--- src/design/fccsw_pkg.sv ---
// Shared types and constants of the FAT16 cluster chain sector walker.
`default_nettype none
package fccsw_pkg;

  localparam int TABLE_ENTRIES_DEF = 2048;
  localparam int MAX_SECTORS_DEF   = 64;
  localparam int SECTOR_BYTES      = 512;

  localparam logic [15:0] END_OF_CHAIN       = 16'hFFF8;
  localparam logic [15:0] RESERVED_LOW       = 16'hFFF0;
  localparam logic [15:0] FIRST_DATA_CLUSTER = 16'd2;
  localparam logic [7:0]  SPC_MAX            = 8'd128;
  localparam logic [9:0]  SECTOR_TAKE        = 10'd512;

  // Configuration register indexes.
  localparam int          CFG_IDX_W      = 1;
  localparam logic [0:0]  CFG_DATA_START = 1'b0;
  localparam logic [0:0]  CFG_SPC        = 1'b1;

  // Result status codes.
  localparam logic [1:0] ST_OK  = 2'd0;
  localparam logic [1:0] ST_END = 2'd1;
  localparam logic [1:0] ST_BAD = 2'd2;

  // Commands from the controller to the datapath.
  typedef struct packed {
    logic wr;     // store one table entry
    logic start;  // load a read request
    logic check;  // classify the cluster and form its first sector
    logic emit;   // load one result into the output register
    logic fetch;  // take the next cluster from the table
  } cmd_t;

  // Status from the datapath to the controller.
  typedef struct packed {
    logic out_free;    // output register can take a result this cycle
    logic in_read;     // request at the input is a read
    logic count_zero;  // its byte count is zero
    logic err;         // current cluster ends the walk with an error
    logic last;        // this sector completes the byte count
    logic sic_end;     // this is the final sector of the cluster
  } sts_t;

endpackage
`default_nettype wire

--- src/design/fccsw_ctrl.sv ---
// Controller state machine of the sector walker.
`default_nettype none
module fccsw_ctrl (
  input  wire logic          clk_i,
  input  wire logic          rst_ni,
  input  wire logic          in_valid_i,
  output logic               in_ready_o,
  input  wire fccsw_pkg::sts_t sts_i,
  output fccsw_pkg::cmd_t    cmd_o
);
  import fccsw_pkg::*;

  typedef enum logic [3:0] {
    S_IDLE  = 4'b0001,
    S_CHECK = 4'b0010,
    S_EMIT  = 4'b0100,
    S_FETCH = 4'b1000
  } state_e;

  state_e state_q, state_d;
  logic   accept;

  assign in_ready_o = (state_q == S_IDLE);
  assign accept     = in_valid_i && in_ready_o;

  always_comb begin
    state_d     = state_q;
    cmd_o       = '0;
    cmd_o.wr    = accept && !sts_i.in_read;
    cmd_o.start = accept && sts_i.in_read && !sts_i.count_zero;
    case (state_q)
      S_IDLE: begin
        if (cmd_o.start) begin
          state_d = S_CHECK;
        end
      end
      S_CHECK: begin
        cmd_o.check = 1'b1;
        state_d     = S_EMIT;
      end
      S_EMIT: begin
        if (sts_i.out_free) begin
          cmd_o.emit = 1'b1;
          if (sts_i.err || sts_i.last) begin
            state_d = S_IDLE;
          end else if (sts_i.sic_end) begin
            state_d = S_FETCH;
          end
        end
      end
      S_FETCH: begin
        cmd_o.fetch = 1'b1;
        state_d     = S_CHECK;
      end
      default: begin
        state_d = S_IDLE;
      end
    endcase
  end

  always_ff @(posedge clk_i or negedge rst_ni) begin
    if (!rst_ni) begin
      state_q <= S_IDLE;
    end else begin
      state_q <= state_d;
    end
  end

  // A table read is only waited for after the final sector of a cluster went out.
  a_fetch_after_end: assert property (@(posedge clk_i) disable iff (!rst_ni)
    (state_q == S_FETCH) |-> ($past(cmd_o.emit) && $past(sts_i.sic_end)))
    else $error("table fetch without a finished cluster");

  a_check_entry: assert property (@(posedge clk_i) disable iff (!rst_ni)
    (state_q == S_CHECK) |-> (($past(state_q) == S_IDLE) || ($past(state_q) == S_FETCH)))
    else $error("cluster check entered from a wrong state");

  a_err_ends: assert property (@(posedge clk_i) disable iff (!rst_ni)
    (cmd_o.emit && sts_i.err) |=> (state_q == S_IDLE))
    else $error("walk continued after an error result");

endmodule
`default_nettype wire

--- config.mk ---
export PLATFORM = sky130hd
export DESIGN_NAME = fccsw_ctrl
export DESIGN_NICKNAME = d
export VERILOG_FILES = /design/src/design/fccsw_pkg.sv /design/src/design/fccsw_ctrl.sv
export SDC_FILE = /design/constraint.sdc
export NUM_CORES = 1
export LEC_CHECK = 0
export ABC_AREA = 1
export BUFFER_PORTS_ARGS = -buffer_cell sky130_fd_sc_hd__buf_4
export CAP_MARGIN = 0
export CELL_PAD_IN_SITES_DETAIL_PLACEMENT = 1
export CELL_PAD_IN_SITES_GLOBAL_PLACEMENT = 1
export CORE_AREA = 10 10 47 49
export DETAILED_ROUTE_END_ITERATION = 16
export DIE_AREA = 0 0 57 59
export PLACE_DENSITY = 0.64
export SLEW_MARGIN = 20
export SYNTH_ARGS = -nofsm -noshare
export SYNTH_HDL_FRONTEND = slang
export SYNTH_SLANG_ARGS = --single-unit
export TNS_END_PERCENT = 5
--- constraint.sdc ---
create_clock -name clk_i -period 1.21 [get_ports clk_i]
set_clock_uncertainty 0.05 [all_clocks]
set_input_delay 0.1815 -clock clk_i [delete_from_list [all_inputs] [get_ports clk_i]]
set_output_delay 0.1815 -clock clk_i [all_outputs]
set_load 0.05 [all_outputs]
== Yosys cells after proc, flatten, opt, wreduce, memory -nomap -nowiden ==
Index checks and enable logic that the tools add are counted.
Cells by class
  equal/unequal tests: 7
  multiplexer cells: 9
  reduce and logical (&&, ||, !) cells: 8
Operator list (number)
  2-to-1 mux 4 bit: 4
  one-hot mux 4 bit (4 select lines): 1
  equality test 4 x 1 -> 1 bit, second input constant: 1
  equality test 4 x 2 -> 1 bit, second input constant: 1
  equality test 4 x 3 -> 1 bit, second input constant: 1
  equality test 4 bit, second input constant: 1
  logical AND 1 bit: 4
  2-to-1 mux 1 bit: 4
  inequality test 3 bit, second input constant: 1
  AND reduction 3 bit: 1
  logical NOT 1 bit: 2
  inequality test 2 x 1 -> 1 bit, second input constant: 1
  inequality test 2 bit, second input constant: 1
  logical OR 1 bit: 1
Storage, ports and cells
  bits in registers: 4
  input port bits: 9

== Logic depth before layout (Yosys ltp) ==
  depth in word-level cells: 6
  depth in mapped cells: 8
  depth with buffers taken out: 8

== Least setup slack after synthesis ==
No wires, ideal clock.
  path type: reg2out
  start: register state_q[0]
  end: output cmd_o[3] in the netlist's numbering
  arrival: 1.707 ns
  data required time: 0.978 ns
  slack: -0.729 ns
  cell stages (with the launch flop): 5
  cell sequence: dfstp_2 nand2_2 nor2_4 nand2_1 nor2_1
RTL lines
  from (decl): line fccsw_ctrl.sv:20  | state_e state_q, state_d;
  from (signal assigned): line fccsw_ctrl.sv:65  | state_q <= state_d;
  to (decl): line fccsw_ctrl.sv:9  | output fccsw_pkg::cmd_t cmd_o

==> metrics.txt <==
M1 GR Usage=0.0618; Final WS setup=-0.304 ns; crit path max fanout=3; height of the die=59 um; crit path launch=state_q[0]$_DFFE_PN1P_; TritonCTS buffer count=3; Overflow after GRT=0; maximum capacitance violations=0; Worst EP arrival=approximately 1.3 ns; Reg2Reg Depth=8; met2 usage=0.109; Worst path slowest cell=dfstp_2; slew at the pin closest to its max-slew limit=roughly 0.17 ns; post-synth net total=57; Boundary Pins=15; fin crit share=1.25; largest net degree at the start of global routing=5; Slew Viols, Final=0; clock share of power=0.138; post-synthesis cell area=just over 300 um^2; Max Buffers Root-to-Sink=2; htree depth=1; routed wire length=1010 um; global-route wire length before repair=1670 um; adder-cell share of the synthesized area=0; M3 GR Usage=0.0236; WHS=0.166 ns; critical path launch point type=flip-flop; sequential fraction of the synthesis area=0.335; final hold violations=0; CTS tree=yes; clock root buffer=clkbuf_4; reg2reg start=state_q[0]$_DFFE_PN1P_; Seq pwr share=0.171; per-instance average area after synthesis=around 6.3 um^2; PortBufs=14; pre-CTS setup slack=-0.112 ns; RePlAce Congestion=0.621; share of layout cells above drive strength 1=0.613; Post-Layout Cell Count=91; status=finished with violations; setup slack, reg-to-reg=-0.06 ns; Largest Register=state_q; Hold Path Class=in -> reg; Achievable Freq=between 0.6 and 0.7 GHz; unrepaired setup endpoints after global routing=true; synthesis-to-layout area growth=95.9%; internal power=roughly 0.7 mW; vias in the first global route=413; mux contribution to synthesized area=0; Post-route DRC=0; WP data required=just under 1 ns; antenna violations before repair=0; Synth Area in Compound Gates=0.0455; yosys warns=0; Pleak=about 0.32 nW; Starting Density=0.216; GR peak layer=met2; simple-gate share of the synthesized area=0.471; Pwr Density=between 2000 and 2500 nW/um^2; Post-Synth XOR/XNOR Area=0; clock sinks=4; drt via density=4.08; Core Area=1400 um^2; Most Frequent Cell on Critical Path=nor2_4; worst vdd ir=approximately 0.00085 V; P_sw=about 0.64 mW; Post-DP Area=approximately 500 um^2; largest family of logic cells by synthesized area=simple AND/OR/NAND/NOR gates; Sw Ratio=0.480; Synth cell types=13; critical path, cell by cell=nand2_2 > nor2_4 > nand2_4 > nor2_4 > buf_8; commonest non-fill, non-tap cell in the layout=buf_4; combinational share of power=0.691; via count=between 300 and 400; min Tclk post-route=roughly 1.5 ns; router iterations before antenna repair=1; post-route design area=about 600 um^2; FF+latch count, synth=4; Post-Synthesis Cells=48; nets=85; Power Total=between 1 and 1.5 mW; Die Area=3360 um^2; critical path endpoint category=output port; failing checks=setup timing; R2R Path End=state_q[0]$_DFFE_PN1P_; width of the chip=about 57 um; commonest cells after routing, fill and taps aside=buf_4, inv_1, nand2_1; Clock Latency Late Sink=0.24 ns; max reg flops=4; Slew HR=0.888; antenna-violating nets left=0; ant diodes=0; std cell rows=14; total track usage=0.0627; HPWL after DPL=slightly below 900 um; Setup CP Type=reg -> out; # fillers=186; crit path to=cmd_o[3]; Clock Pin Slew Worst Setup and Hold Paths=0.04 ns; Placed Instances=85; Max stage delay on crit path=approximately 0.54 ns; initial drt markers=0; Regs by FF count=state_q (4); Finish-stage setup viols=8; WL/cell=between 10 and 15 um
==> what timing repair did <==
item / 4_1_cts / 5_1_grt
pin swaps: 3 / 1
resized for setup: 9 / 5
buffers inserted: 1 / 0
hold buffers: 1 / 0
endpoints found under the hold margin: 4 / 0
endpoints found under the setup margin: 9 / 9
==> cell families (layout without fill, tap and decap cells) <==
kind of cell / after synthesis / in the layout
and+or+nand+nor: 30 / 30
DFF: 4 / 4
AOI/OAI and AO/OA: 2 / 2
buffers and inverters: 12 / 39
==> cell type report <==
cell class,instances,area (um^2),share of cell area
repair buffers,23,201,0.340
multi-input cells,32,199,0.335
flip-flops and latches,4,101,0.171
inverters,12,45.0,0.0759
clock buffers,4,26.3,0.0443
well taps,16,20.0,0.0338
==> per-stage QoR <==
stage / utilization / TNS, ns
finish: 0.423 / -1.61
global route: 0.423 / -2.22
CTS: 0.413 / -1.88
detailed placement: 0.359 / -0.427
global placement: 0.359 / -0.307
floorplan: - / -1.45
==> worst min path at each step <==
stage	start	end	cells after the start
after floorplan	rst_ni	state_q[1]$_DFFE_PN0P_	0
after global placement	rst_ni	state_q[1]$_DFFE_PN0P_	1
after detailed placement	rst_ni	state_q[1]$_DFFE_PN0P_	1
after CTS	sts_i[2]	state_q[3]$_DFFE_PN0P_	4
after global routing	sts_i[2]	state_q[3]$_DFFE_PN0P_	4
final	sts_i[2]	state_q[3]$_DFFE_PN0P_	4
==> worst max-delay path, delay by kind of cell, from the launching register on <==
kind	cells	cell delay [ns]
and+or+nand+nor	4	0.36
buffers and inverters	1	0.15
DFF	1	0.54
==> metal layers <==
| metal | vias to the layer above | wire [um] |
|---|---|---|
| li1 | 193 | - |
| met1 | 166 | 367 |
| met2 | 10 | 567 |
| met3 | 2 | 69 |
| met4 | 0 | 7 |
| met5 | - | 0 |
==> power groups by stage <==
| stage | Sequential, mW | Clock [mW] | Combinational, mW |
|---|---|---|---|
| after floorplan | 0.236 | 0 | 0.534 |
| after global routing | 0.238 | 0.195 | 1.02 |
| after global placement | 0.233 | 0 | 0.813 |
| after detailed placement | 0.236 | 0 | 0.829 |
| after CTS | 0.230 | 0.189 | 0.912 |
| final | 0.229 | 0.185 | 0.926 |
==> synthesized netlist by cell type <==
| cell | n | area share |
|---|---|---|
| a21oi_1 | 1 | 0.017 |
| nor3_2 | 1 | 0.033 |
| o21ai_2 | 1 | 0.029 |
| nor2_4 | 1 | 0.037 |
| nand2_2 | 3 | 0.062 |
| inv_2 | 2 | 0.025 |
| inv_1 | 10 | 0.12 |
| dfstp_2 | 1 | 0.087 |
| nor2_2 | 2 | 0.041 |
| nor2_1 | 9 | 0.11 |
| dfrtp_1 | 3 | 0.25 |
| nand3_1 | 3 | 0.050 |
| nand2_1 | 11 | 0.14 |
No activity file was read; power rests on OpenSTA's default activity.
